**src/hdl/gchg_pkg.sv**
```systemverilog
// shared constants, codes and divider interface types for the change dispenser
`default_nettype none

package gchg_pkg;

    localparam int MAX_DENOMS      = 5;
    localparam int DENOM_W         = 8;
    localparam int AMT_W           = 16;
    localparam int PAID_W          = 16;
    localparam int CFG_IDX_W       = 3;
    localparam int FUNC_W          = 2;
    localparam int STAT_W          = 2;

    localparam int NUM_DENOMS_DEF  = 5;
    localparam int COUNT_WIDTH_DEF = 16;

    localparam logic [FUNC_W-1:0] FUNC_QUERY  = 2'd0;
    localparam logic [FUNC_W-1:0] FUNC_ADD    = 2'd1;
    localparam logic [FUNC_W-1:0] FUNC_REMOVE = 2'd2;
    localparam logic [FUNC_W-1:0] FUNC_CHANGE = 2'd3;

    localparam logic [STAT_W-1:0] STAT_OK      = 2'd0;
    localparam logic [STAT_W-1:0] STAT_INSUF   = 2'd1;
    localparam logic [STAT_W-1:0] STAT_SHORT   = 2'd2;
    localparam logic [STAT_W-1:0] STAT_UNKNOWN = 2'd3;

    typedef logic [DENOM_W-1:0] denom_t;

    localparam denom_t DENOM_RESET [MAX_DENOMS] = '{8'd1, 8'd2, 8'd10, 8'd20, 8'd40};

    localparam int DIV_STEPS = AMT_W;
    localparam int DIV_CNT_W = $clog2(DIV_STEPS);

    typedef struct packed {
        logic             start;
        logic [AMT_W-1:0] dividend;
        denom_t           divisor;
    } div_req_t;

    typedef struct packed {
        logic             done;
        logic [AMT_W-1:0] quotient;
        denom_t           remainder;
    } div_rsp_t;

endpackage

`default_nettype wire

```
**src/hdl/gchg_div.sv**
```systemverilog
// shared restoring divider, one quotient bit per cycle
`default_nettype none

module gchg_div (
    input  wire logic               aclk,
    input  wire logic               aresetn,
    input  wire gchg_pkg::div_req_t req,
    output gchg_pkg::div_rsp_t      rsp
);

    localparam int AW = gchg_pkg::AMT_W;
    localparam int DW = gchg_pkg::DENOM_W;
    localparam int CW = gchg_pkg::DIV_CNT_W;
    localparam logic [CW-1:0] LAST_STEP = CW'(gchg_pkg::DIV_STEPS - 1);

    logic                     busy_reg, busy_next;
    logic                     done_reg, done_next;
    logic [CW-1:0]            cnt_reg, cnt_next;
    logic [AW-1:0]            quo_reg, quo_next;
    gchg_pkg::denom_t         rem_reg, rem_next;
    gchg_pkg::denom_t         dvs_reg, dvs_next;
    logic [DW:0]              trial;

    always_comb begin
        busy_next = busy_reg;
        done_next = 1'b0;
        cnt_next  = cnt_reg;
        quo_next  = quo_reg;
        rem_next  = rem_reg;
        dvs_next  = dvs_reg;
        trial     = {rem_reg, quo_reg[AW-1]};
        if (req.start) begin
            busy_next = 1'b1;
            cnt_next  = '0;
            quo_next  = req.dividend;
            rem_next  = '0;
            dvs_next  = req.divisor;
        end else if (busy_reg) begin
            if (trial >= {1'b0, dvs_reg}) begin
                rem_next = trial[DW-1:0] - dvs_reg;
                quo_next = {quo_reg[AW-2:0], 1'b1};
            end else begin
                rem_next = trial[DW-1:0];
                quo_next = {quo_reg[AW-2:0], 1'b0};
            end
            cnt_next = cnt_reg + 1'b1;
            if (cnt_reg == LAST_STEP) begin
                busy_next = 1'b0;
                done_next = 1'b1;
            end
        end
    end

    always_ff @(posedge aclk) begin
        if (!aresetn) begin
            busy_reg <= 1'b0;
            done_reg <= 1'b0;
            cnt_reg  <= '0;
        end else begin
            busy_reg <= busy_next;
            done_reg <= done_next;
            cnt_reg  <= cnt_next;
        end
    end

    always_ff @(posedge aclk) begin
        quo_reg <= quo_next;
        rem_reg <= rem_next;
        dvs_reg <= dvs_next;
    end

    assign rsp.done      = done_reg;
    assign rsp.quotient  = quo_reg;
    assign rsp.remainder = rem_reg;

endmodule

`default_nettype wire

```
**src/hdl/greedy_change_dispenser_top.sv**
```systemverilog
// bill stock keeper and greedy change sequencer, top level
//
//  channel  dir  handshake           word
//  s_       in   s_valid / s_ready   func, bill value, amount, change due
//  m_       out  m_valid / m_ready   paid counts, stock count, leftover, status
//  cfg_     in   cfg_wr_en           denomination index and value
//
//  query, add, remove: result registered once the output register is free
//  give change: select, 16 divider steps plus done, clamp and optional multiply-back
//  per enabled denomination, select alone per disabled one, then the finish state;
//  s_ready is high only between items, from the cycle the result appears; a
//  result waits in the output register until taken, holding the sequencer
`default_nettype none

module greedy_change_dispenser_top #(
    parameter int NUM_DENOMS  = gchg_pkg::NUM_DENOMS_DEF,
    parameter int COUNT_WIDTH = gchg_pkg::COUNT_WIDTH_DEF
) (
    input  wire logic                            aclk,
    input  wire logic                            aresetn,
    input  wire logic                            cfg_wr_en,
    input  wire logic [gchg_pkg::CFG_IDX_W-1:0]  cfg_index,
    input  wire logic [gchg_pkg::DENOM_W-1:0]    cfg_data,
    input  wire logic                            s_valid,
    output logic                                 s_ready,
    input  wire logic [gchg_pkg::FUNC_W-1:0]     s_func,
    input  wire logic [gchg_pkg::DENOM_W-1:0]    s_bill_value,
    input  wire logic [gchg_pkg::AMT_W-1:0]      s_amount,
    input  wire logic [gchg_pkg::AMT_W-1:0]      s_change_due,
    output logic                                 m_valid,
    input  wire logic                            m_ready,
    output logic [gchg_pkg::PAID_W-1:0]          m_paid_0,
    output logic [gchg_pkg::PAID_W-1:0]          m_paid_1,
    output logic [gchg_pkg::PAID_W-1:0]          m_paid_2,
    output logic [gchg_pkg::PAID_W-1:0]          m_paid_3,
    output logic [gchg_pkg::PAID_W-1:0]          m_paid_4,
    output logic [gchg_pkg::PAID_W-1:0]          m_stock_count,
    output logic [gchg_pkg::AMT_W-1:0]           m_leftover,
    output logic [gchg_pkg::STAT_W-1:0]          m_status
);

    localparam int MD   = gchg_pkg::MAX_DENOMS;
    localparam int DW   = gchg_pkg::DENOM_W;
    localparam int AW   = gchg_pkg::AMT_W;
    localparam int PW   = gchg_pkg::PAID_W;
    localparam int FW   = gchg_pkg::FUNC_W;
    localparam int STW  = gchg_pkg::STAT_W;
    localparam int CIW  = gchg_pkg::CFG_IDX_W;
    localparam int IDX_W = $clog2(NUM_DENOMS);
    localparam int WW   = (COUNT_WIDTH > PW) ? COUNT_WIDTH : PW;
    localparam int SW   = WW + 1;
    localparam int MW   = AW + DW;

    typedef logic [COUNT_WIDTH-1:0] count_t;

    localparam count_t           CNT_MAX     = '1;
    localparam logic [SW-1:0]    CNT_MAX_S   = SW'(CNT_MAX);
    localparam logic [WW-1:0]    PAID_MAX_W  = WW'({PW{1'b1}});
    localparam logic [CIW-1:0]   NUM_IDX     = CIW'(NUM_DENOMS);
    localparam logic [IDX_W-1:0] TOP_IDX     = IDX_W'(NUM_DENOMS - 1);
    localparam logic [AW-1:0]    ONE_HALF    = AW'(1);

    localparam logic [2:0] S_IDLE   = 3'd0;
    localparam logic [2:0] S_EXEC   = 3'd1;
    localparam logic [2:0] S_CSEL   = 3'd2;
    localparam logic [2:0] S_CDIV   = 3'd3;
    localparam logic [2:0] S_CCLAMP = 3'd4;
    localparam logic [2:0] S_CMUL   = 3'd5;
    localparam logic [2:0] S_CFIN   = 3'd6;

    logic [2:0]         state_reg, state_next;
    gchg_pkg::denom_t   denom_reg [NUM_DENOMS];
    count_t             stock_reg [NUM_DENOMS];
    count_t             stock_next [NUM_DENOMS];
    logic [PW-1:0]      paid_reg [NUM_DENOMS];
    logic [PW-1:0]      paid_next [NUM_DENOMS];
    logic [PW-1:0]      paid_ext [MD];
    logic [FW-1:0]      func_reg;
    logic [DW-1:0]      bill_reg;
    logic [AW-1:0]      amt_reg;
    logic [AW-1:0]      rem_reg, rem_next;
    logic [IDX_W-1:0]   idx_reg, idx_next;
    logic [MW-1:0]      prod_reg, prod_next;

    logic               m_valid_reg;
    logic [PW-1:0]      m_paid_reg [MD];
    logic [PW-1:0]      m_paid_next [MD];
    logic [PW-1:0]      m_stock_count_reg, m_stock_count_next;
    logic [AW-1:0]      m_leftover_reg, m_leftover_next;
    logic [STW-1:0]     m_status_reg, m_status_next;
    logic               out_load;
    logic               out_free;

    logic [NUM_DENOMS-1:0] match;
    logic               found;
    logic               short_stock;
    count_t             q_stock;
    logic [WW-1:0]      q_wide;
    logic [PW-1:0]      q_count;
    logic [SW-1:0]      add_sum [NUM_DENOMS];
    gchg_pkg::denom_t   denom_cur;
    count_t             stock_cur;
    logic [WW-1:0]      stock_cur_w;
    logic [PW-1:0]      stock_cur_p;

    gchg_pkg::div_req_t div_req;
    gchg_pkg::div_rsp_t div_rsp;

    gchg_div u_div (
        .aclk    (aclk),
        .aresetn (aresetn),
        .req     (div_req),
        .rsp     (div_rsp)
    );

    assign s_ready  = (state_reg == S_IDLE);
    assign out_free = !m_valid_reg || m_ready;

    assign denom_cur   = denom_reg[idx_reg];
    assign stock_cur   = stock_reg[idx_reg];
    assign stock_cur_w = WW'(stock_cur);
    assign stock_cur_p = stock_cur_w[PW-1:0];

    for (genvar g = 0; g < MD; g++) begin : g_paid
        if (g < NUM_DENOMS) begin : g_used
            assign paid_ext[g] = paid_reg[g];
        end else begin : g_unused
            assign paid_ext[g] = '0;
        end
    end

    // match, lookup and stock arithmetic on the captured word
    always_comb begin
        found       = 1'b0;
        short_stock = 1'b0;
        q_stock     = '0;
        for (int i = 0; i < NUM_DENOMS; i++) begin
            match[i]   = (denom_reg[i] != '0) && (denom_reg[i] == bill_reg);
            add_sum[i] = SW'(stock_reg[i]) + SW'(amt_reg);
            if (match[i]) begin
                found = 1'b1;
            end
            if (match[i] && (WW'(stock_reg[i]) < WW'(amt_reg))) begin
                short_stock = 1'b1;
            end
        end
        for (int i = NUM_DENOMS - 1; i >= 0; i--) begin
            if (match[i]) begin
                q_stock = stock_reg[i];
            end
        end
        q_wide  = WW'(q_stock);
        q_count = (q_wide > PAID_MAX_W) ? {PW{1'b1}} : q_wide[PW-1:0];
    end

    always_comb begin
        state_next         = state_reg;
        rem_next           = rem_reg;
        idx_next           = idx_reg;
        prod_next          = prod_reg;
        stock_next         = stock_reg;
        paid_next          = paid_reg;
        out_load           = 1'b0;
        m_paid_next        = m_paid_reg;
        m_stock_count_next = m_stock_count_reg;
        m_leftover_next    = m_leftover_reg;
        m_status_next      = m_status_reg;
        div_req.start      = 1'b0;
        div_req.dividend   = rem_reg;
        div_req.divisor    = denom_cur;

        unique case (state_reg)
            S_IDLE: begin
                if (s_valid) begin
                    if (s_func == gchg_pkg::FUNC_CHANGE) begin
                        state_next = S_CSEL;
                        idx_next   = TOP_IDX;
                        rem_next   = s_change_due;
                        for (int i = 0; i < NUM_DENOMS; i++) begin
                            paid_next[i] = '0;
                        end
                    end else begin
                        state_next = S_EXEC;
                    end
                end
            end
            S_EXEC: begin
                if (out_free) begin
                    out_load           = 1'b1;
                    state_next         = S_IDLE;
                    m_stock_count_next = '0;
                    m_leftover_next    = '0;
                    m_status_next      = gchg_pkg::STAT_OK;
                    for (int i = 0; i < MD; i++) begin
                        m_paid_next[i] = '0;
                    end
                    if (!found) begin
                        m_status_next = gchg_pkg::STAT_UNKNOWN;
                    end else begin
                        case (func_reg)
                            gchg_pkg::FUNC_QUERY: begin
                                m_stock_count_next = q_count;
                            end
                            gchg_pkg::FUNC_ADD: begin
                                for (int i = 0; i < NUM_DENOMS; i++) begin
                                    if (match[i]) begin
                                        stock_next[i] = (add_sum[i] > CNT_MAX_S) ? CNT_MAX
                                                      : add_sum[i][COUNT_WIDTH-1:0];
                                    end
                                end
                            end
                            gchg_pkg::FUNC_REMOVE: begin
                                if (short_stock) begin
                                    m_status_next = gchg_pkg::STAT_SHORT;
                                end else begin
                                    for (int i = 0; i < NUM_DENOMS; i++) begin
                                        if (match[i]) begin
                                            stock_next[i] = count_t'(WW'(stock_reg[i])
                                                          - WW'(amt_reg));
                                        end
                                    end
                                end
                            end
                            default: begin
                            end
                        endcase
                    end
                end
            end
            S_CSEL: begin
                if (denom_cur != '0) begin
                    div_req.start = 1'b1;
                    state_next    = S_CDIV;
                end else if (idx_reg == '0) begin
                    state_next = S_CFIN;
                end else begin
                    idx_next = idx_reg - 1'b1;
                end
            end
            S_CDIV: begin
                if (div_rsp.done) begin
                    state_next = S_CCLAMP;
                end
            end
            S_CCLAMP: begin
                if (WW'(div_rsp.quotient) <= stock_cur_w) begin
                    paid_next[idx_reg] = div_rsp.quotient;
                    rem_next           = AW'(div_rsp.remainder);
                    if (idx_reg == '0) begin
                        state_next = S_CFIN;
                    end else begin
                        idx_next   = idx_reg - 1'b1;
                        state_next = S_CSEL;
                    end
                end else begin
                    paid_next[idx_reg] = stock_cur_p;
                    prod_next          = stock_cur_p * denom_cur;
                    state_next         = S_CMUL;
                end
            end
            S_CMUL: begin
                rem_next = rem_reg - prod_reg[AW-1:0];
                if (idx_reg == '0) begin
                    state_next = S_CFIN;
                end else begin
                    idx_next   = idx_reg - 1'b1;
                    state_next = S_CSEL;
                end
            end
            S_CFIN: begin
                if (out_free) begin
                    out_load           = 1'b1;
                    state_next         = S_IDLE;
                    m_stock_count_next = '0;
                    m_leftover_next    = rem_reg;
                    if (rem_reg > ONE_HALF) begin
                        m_status_next = gchg_pkg::STAT_INSUF;
                        for (int i = 0; i < MD; i++) begin
                            m_paid_next[i] = '0;
                        end
                    end else begin
                        m_status_next = gchg_pkg::STAT_OK;
                        for (int i = 0; i < MD; i++) begin
                            m_paid_next[i] = paid_ext[i];
                        end
                        for (int i = 0; i < NUM_DENOMS; i++) begin
                            stock_next[i] = stock_reg[i] - count_t'(paid_reg[i]);
                        end
                    end
                end
            end
            default: begin
                state_next = S_IDLE;
            end
        endcase
    end

    always_ff @(posedge aclk) begin
        if (!aresetn) begin
            state_reg   <= S_IDLE;
            m_valid_reg <= 1'b0;
            for (int i = 0; i < NUM_DENOMS; i++) begin
                denom_reg[i] <= gchg_pkg::DENOM_RESET[i];
                stock_reg[i] <= '0;
            end
        end else begin
            state_reg <= state_next;
            stock_reg <= stock_next;
            if (out_load) begin
                m_valid_reg <= 1'b1;
            end else if (m_ready) begin
                m_valid_reg <= 1'b0;
            end
            if (cfg_wr_en && (cfg_index < NUM_IDX)) begin
                denom_reg[cfg_index[IDX_W-1:0]] <= cfg_data;
            end
        end
    end

    always_ff @(posedge aclk) begin
        if (s_valid && s_ready) begin
            func_reg <= s_func;
            bill_reg <= s_bill_value;
            amt_reg  <= s_amount;
        end
        rem_reg  <= rem_next;
        idx_reg  <= idx_next;
        prod_reg <= prod_next;
        paid_reg <= paid_next;
        if (out_load) begin
            m_paid_reg        <= m_paid_next;
            m_stock_count_reg <= m_stock_count_next;
            m_leftover_reg    <= m_leftover_next;
            m_status_reg      <= m_status_next;
        end
    end

    assign m_valid       = m_valid_reg;
    assign m_paid_0      = m_paid_reg[0];
    assign m_paid_1      = m_paid_reg[1];
    assign m_paid_2      = m_paid_reg[2];
    assign m_paid_3      = m_paid_reg[3];
    assign m_paid_4      = m_paid_reg[4];
    assign m_stock_count = m_stock_count_reg;
    assign m_leftover    = m_leftover_reg;
    assign m_status      = m_status_reg;

    a_one_word_at_a_time: assert property (@(posedge aclk) disable iff (!aresetn)
        (s_valid && s_ready) |=> !s_ready)
        else $error("input taken while a word is in flight");

    a_stock_only_on_commit: assert property (@(posedge aclk) disable iff (!aresetn)
        (state_reg != S_EXEC && state_reg != S_CFIN)
        |=> ($stable(stock_reg[0]) && $stable(stock_reg[NUM_DENOMS-1])))
        else $error("stock changed outside a commit");

    a_div_remainder: assert property (@(posedge aclk) disable iff (!aresetn)
        (state_reg == S_CCLAMP) |-> (div_rsp.remainder < denom_cur))
        else $error("divider remainder not below divisor");

    a_payback_fits: assert property (@(posedge aclk) disable iff (!aresetn)
        (state_reg == S_CMUL) |-> (prod_reg <= MW'(rem_reg)))
        else $error("stock payout exceeds remaining change");

endmodule

`default_nettype wire
```
**config.mk**
```make
export PLATFORM = sky130hd
export DESIGN_NAME = greedy_change_dispenser_top
export DESIGN_NICKNAME = d
export VERILOG_FILES = /design/src/hdl/gchg_pkg.sv /design/src/hdl/gchg_div.sv /design/src/hdl/greedy_change_dispenser_top.sv
export SDC_FILE = /design/constraint.sdc
export NUM_CORES = 2
export LEC_CHECK = 0
export BUFFER_PORTS_ARGS = -buffer_cell sky130_fd_sc_hd__buf_2
export CAP_MARGIN = 0
export CELL_PAD_IN_SITES_DETAIL_PLACEMENT = 1
export CELL_PAD_IN_SITES_GLOBAL_PLACEMENT = 1
export CORE_AREA = 4 4 286 288
export CTS_CLUSTER_SIZE = 10
export DETAILED_ROUTE_END_ITERATION = 10
export DIE_AREA = 0 0 290 292
export GPL_TIMING_DRIVEN = 1
export HOLD_SLACK_MARGIN = 0.02
export PLACE_DENSITY = 0.76
export SETUP_SLACK_MARGIN = 0.1
export SKIP_LAST_GASP = 1
export SLEW_MARGIN = 20
export SYNTH_ARGS = -nofsm -noshare
export SYNTH_HDL_FRONTEND = slang
export SYNTH_SLANG_ARGS = --single-unit
```
**constraint.sdc**
```tcl
create_clock -name aclk -period 10.35 [get_ports aclk]
set_clock_uncertainty 0.2 [all_clocks]
set_input_delay 2.07 -clock aclk [delete_from_list [all_inputs] [get_ports aclk]]
set_output_delay 2.07 -clock aclk [all_outputs]
set_load 0.01 [all_outputs]
```
# --- Word level (Yosys, flattened, before mapping) ---
# Memory sizes are Yosys's and may differ from the RTL's. A register that Yosys moved wholly into a read port is not among the register bits.
# Cells that the tools add are included.
classes:
  multipliers: 1
  n_div: 0
  mux: 108
  shifts: 0
  eq_ne: 38
  add_sub_neg: 19
  order_cmp: 17
  reduce_logical: 45
  n_bitwise: 4
op_table:
  columns: ["op", "n"]
  rows:
  - ["80-bit two-way mux", 11]
  - ["80-bit case mux with 2 select lines", 4]
  - ["16-bit two-way mux", 34]
  - ["16-bit subtractor", 11]
  - ["80-bit bitwise mux", 2]
  - ["16-bit by 16-bit adder with 17-bit output", 5]
  - ["17-bit by 16-bit > comparator with 1-bit output, second input constant", 5]
  - ["16-bit less-than comparator", 5]
  - ["16-bit case mux with 2 select lines", 2]
  - ["16-bit binary-select mux with 3-bit select", 1]
  - ["16-bit demux with 3-bit select", 1]
  - ["16-bit case mux with 3 select lines", 1]
  - ["8-bit nonzero test", 6]
  - ["9-bit AND reduction", 5]
  - ["3-bit two-way mux", 14]
  - ["8-bit == test", 5]
  - ["3-bit inequality test, second input constant", 12]
  - ["1-bit two-way mux", 27]
  - ["3-bit case mux with 6 select lines", 1]
  - ["16-bit by 1-bit > comparator with 1-bit output, second input constant", 1]
  - ["16-bit > comparator, second input constant", 1]
  - ["16-bit less-or-equal comparator", 1]
  - ["16-bit by 8-bit multiplier with 16-bit output", 1]
  - ["8-bit two-way mux", 2]
  - ["other kinds (36)", 74]
totals:
  elab_cells: 265
  latchBits: 0
  mem_count: 1
  mem_bits_ro: 0
  ram_bits: 40
  reg_bits: 377
  out_inout_bits: 116
mem_list:
  columns: ["name", "depth", "width", "rd", "rd_ports_with_merged_regs", "write_ports", "line_no", "text"]
  rows:
  - ["denom_reg", 5, 8, 6, 1, 5, "greedy_change_dispenser_top.sv:72", "gchg_pkg::denom_t denom_reg [NUM_DENOMS];"]

# --- Longest topological paths before layout ---
# An unclocked memory read counts as a cell.
depth:
  word_depth: 14
  ltp_mapped: 26

# --- Modules after synthesis ---
# From an unflattened synthesis, not the netlist that was laid out.
unflattened:
  hier_cells: 3795
  area_unflattened_um2: 35076.1
by_module_without_submodules:
  columns: ["module", "instances", "seq_area_each_um2", "cells_per_inst", "area_per_inst_um2"]
  rows:
  - ["greedy_change_dispenser_top", 1, 11320.9, 3615, 33073.0]
  - ["gchg_div", 1, 1001.0, 180, 2003.2]

# --- Worst setup path before layout ---
# OpenSTA, ideal clock, no wires.
synth_timing:
  kind: "input-to-reg"
  from: "input s_valid"
  to: "register paid_reg (netlist bit paid_ext[0]) (enable)"
  t_arrival_ns: 7.723
  cell_stages: 3
  setup_ns: 0.617
  n_path_buf: 0
  path_slack_ns: 1.810
  t_required_ns: 9.533
  cell_sequence: "and3_1 -> nor2_1 -> nor3_1"
synth_via:
  elab_chain_cells: 2
synth_rtl:
  columns: ["element", "line_no", "text"]
  rows:
  - ["from (decl)", "greedy_change_dispenser_top.sv:24", "input wire logic s_valid,"]
  - ["2-bit inequality test (no line)", null, null]
  - ["3-bit AND reduction (no line)", null, null]
  - ["to (signal assigned)", "greedy_change_dispenser_top.sv:329", "paid_reg <= paid_next;"]
  - ["to (decl)", "greedy_change_dispenser_top.sv:75", "logic [PW-1:0] paid_reg [NUM_DENOMS];"]
# No other way between the ends.
# A chain may end at the register's enable or synchronous reset.

# --- Worst setup path in the final report ---
layout_timing:
  from: "register idx_reg[2]"
  to: "register prod_reg[15] (data pin)"
layout_via:
  elab_chain_cells: 5
layout_rtl:
  columns: ["element", "line_no", "text"]
  rows:
  - ["from (decl)", "greedy_change_dispenser_top.sv:82", "logic [IDX_W-1:0] idx_reg, idx_next;"]
  - ["from (signal assigned)", "greedy_change_dispenser_top.sv:327", "idx_reg <= idx_next;"]
  - ["3-bit NOT with 4-bit output (not written as such)", "greedy_change_dispenser_top.sv:120", "assign stock_cur = stock_reg[idx_reg];"]
  - ["16-bit binary-select mux with 3-bit select", "greedy_change_dispenser_top.sv:120", null]
  - ["16-bit two-way mux (not written as such) (2 in series)", "greedy_change_dispenser_top.sv:120", null]
  - ["16-bit by 8-bit multiplier with 16-bit output", "greedy_change_dispenser_top.sv:257", "prod_next = stock_cur_p * denom_cur;"]
  - ["to (signal assigned)", "greedy_change_dispenser_top.sv:328", "prod_reg <= prod_next;"]
  - ["to (decl)", "greedy_change_dispenser_top.sv:83", "logic [MW-1:0] prod_reg, prod_next;"]
# No other way between the ends. The select of a mux whose other input is x is not followed.

==> run_results.csv <==
group,metric,value,unit
pwr,power.total,10.5,mW
worst_setup_path,r2r-start,"idx_reg[2]",
yosys,synthAdderAreaFrac,15.1,%
yosys,synth_edf_count,343,
yosys,syn-cell-area,35400,um^2
placed_design,gp_congestion,1.01,
worst_hold_path,whs_endpoint,"u_div.cnt_reg[1]",
drt,post_drt_wl_per_cell,27.9,um
clock_network,cts_max_level,2,
yosys,yosys-top-cells-count,"nor2_1 (397), edfxtp_1 (343), inv_1 (322)",
worst_hold_path,whs_path_depth,2,
yosys,synth_seq_cells,444,
layout,drive_gt1_share,10.9,%
timing,rsz0062_at_grt,"no",
floorplan,die_y,292,um
worst_setup_path,crit_path_cell_trace,"inv_1 -> nor3_2 -> a22oi_1 -> inv_1 -> nand2_1 -> fa_1 -> fa_1 -> inv_1 -> fa_1 -> inv_1 -> fa_1 -> inv_1 -> ha_1 -> a21boi_0 -> o21ai_0 -> nand2b_1 -> a21o_1 -> nand2_1 -> a21oi_1 -> o41ai_1 -> xnor2_1",
grt,grt_use_total,32.4,%
timing,worst_pin_slew,1.21,ns
worst_setup_path,crit_top_cell,"inv_1",
worst_setup_path,rr_endpoint,"prod_reg[15]",
floorplan,die_w,290,um
yosys,yosys_warnings,0,
yosys,dominantRegCellSynth,"edfxtp_1",
drt,wirelength,142,mm
worst_hold_path,min_from,"u_div.cnt_reg[1]",
drt,top_layer,"met5",
drt,ant_nets,0,
timing,drv_slew,0,
clock_network,cts_root_buf,"clkbuf_16",
floorplan,fp.coreArea,78900,um^2
pwr,powerDensity,267,nW/um^2
clock_network,cts.path.max_buffers,3,
worst_setup_path,crit_required,10.51,ns
yosys,yosysTopAreaCell,"edfxtp_1",
clock_network,cts_hold_buf,0,
worst_setup_path,start_kind,"flip-flop",
yosys,yosys.area_share.simple,16.4,%
timing,max-slew-margin-rel,16.8,%
worst_setup_path,crit_path_end_kind,"flip-flop",
grt,first_global_vias,32100,
worst_hold_path,min_path_type,"reg -> reg",
drt,drt_iter0_markers,3031,
placed_design,post-dp-hpwl,107,mm
floorplan,start_util,44.9,%
timing,fin_crit,6.84,ns
yosys,yosysMostFrequentCell,"nor2_1",
grt,grt_max_degree,131,
layout,final_cells,5094,
yosys,muxShareOfSynthArea,4.87,%
worst_setup_path,worstPathMaxFanout,17,
drt,wl_met2,65.9,mm
timing,max_freq,146,MHz
floorplan,placementRows,103,
layout,fin_area,39200,um^2
worst_setup_path,reg2reg_slack,3.51,ns
placed_design,pre_cts_slack,3.59,ns
placed_design,dp.cells,4988,
clock_network,postCtsSetupBuffers,0,
yosys,ys_seq_area_share,34.8,%
yosys,post-synth-top-area-fraction,29.1,%
worst_setup_path,crit_arrival,7.00,ns
pwr,ir_worst_vdd,0.176,mV
clock_network,clock_sink_count,444,
yosys,avgSynthCellArea,9.19,um^2
run_status,status,"completed",
worst_setup_path,reg2reg_depth,21,
worst_setup_path,critPathSlowestCell,"nor3_2",
yosys,ys_async_sr_fraction,0,%
placed_design,io_buffers,173,
grt,antenna_found_initial,6,
layout,syn2layout_area_growth,10.7,%
clock_network,ctsResizeCount,0,
pwr,p_leak,16.3,nW
yosys,synth.area.top_cells,"edfxtp_1 (29%), ha_1 (11%), dfxtp_1 (5.7%), fa_1 (4.4%), nor2_1 (4.2%)",
grt,grt_overflow,0,
drt,vias,31600,
yosys,synth_top_family_by_area,"compound AO/OA/AOI/OAI gates",
clock_network,clk_pin_slew,0.06,ns
clock_network,insertion_delay,0.66,ns
timing,finalSetupViolCount,0,
yosys,ys_types,101,
worst_setup_path,critPathKind,"reg -> reg",
drt,met1_length,56.1,mm
grt,grt_first_pass_wirelength,209,mm
worst_setup_path,critPathMaxStageDelay,0.87,ns
yosys,synth-compound-area-share,18.0,%
timing,fin_tns_setup,0,ns
layout,finalNetCount,4435,
timing,fin_crit_sh,66.1,%
timing,hold_viol,0,
yosys,syn_inst,3853,
drt,drc,0,
clock_network,cts_tree,"yes",
yosys,synthXorXnorAreaFrac,4.96,%
floorplan,pin_count,174,
clock_network,cts_buffers,55,
floorplan,dieArea,84700,um^2
timing,timing.final.ws_setup,3.51,ns
placed_design,post_dp_cell_area,37400,um^2
drt,routed-wl-met3,10.7,mm
drt,drt-pass1-iter-count,6,
flow_run,max-cap-violations,0,
drt,vias_per_cell,6.21,
critical path, delay by kind of cell, from the launching register on:
family	cells	cell delay (ns)
flip-flops	1	0.70
adder cells (fa/ha/maj)	5	2.24
XOR/XNOR	1	0.10
AND/OR/NAND/NOR	4	1.14
buffers and inverters	5	0.73
AO/OA/AOI/OAI	6	1.46
final cells by class:
| type | instances | area (um^2) |
|---|---|---|
| sequential | 444 | 12300 |
| timing repair buffer | 246 | 1430 |
| inverter | 325 | 1220 |
| clock buffer | 89 | 1530 |
| tap | 1050 | 1310 |
| multi-input combinational | 2923 | 21100 |
| clock inverter | 15 | 235 |
| antenna | 2 | 5.00 |
| fill | 9167 | 39700 |
cell families after synthesis:
family / Yosys count
AOI/OAI and AO/OA: 960
xor gates and xnor gates: 199
adders and majority gates: 382
buffers and inverters: 509
DFF: 444
muxes: 141
other: 1
and+or+nand+nor: 1217
power by group:
group / total (mW) / switching (mW) / internal [mW]
combinational: 5.56 / 3.50 / 2.06
sequential: 2.96 / 0.587 / 2.37
clock: 1.94 / 0.825 / 1.12
worst max-delay path by stage:
stage,start,end,slack (ns),cells past startpoint
detailed placement,idx_reg[2],prod_reg[15],3.59,21
global placement,idx_reg[2],prod_reg[15],3.76,21
finish,idx_reg[2],prod_reg[15],3.51,21
CTS,idx_reg[2],prod_reg[15],3.59,21
floorplan,s_valid,paid_ext[0],1.81,3
global route,idx_reg[2],prod_reg[15],3.03,21
through the flow:
step	util (%)	hold slack [ns]
floorplan	-	0.262
finish	49.7	0.330
global placement	47.4	0.297
detailed placement	47.4	0.315
CTS	49.7	0.338
global route	49.7	0.364
routing by layer:
layer  vias up  GRT usage (%)
met1     15700           40.7
met4         6           18.0
met2      1357           53.6
met5         -              0
met3       408           5.23
li1      14100              -
cells in the final DEF, fill, tap and decap left out, types with 77 or more instances in the layout:
cell and count:
nor2_1 393, edfxtp_1 343, inv_1 321, ha_1 304
nand2_1 251, a21oi_1 231, o21ai_0 206, buf_2 173
nor3_1 172, xnor2_1 118, dfxtp_1 100, mux2i_1 89
xor2_1 80, fa_1 77
No activity file was read; power rests on OpenSTA's default activity.
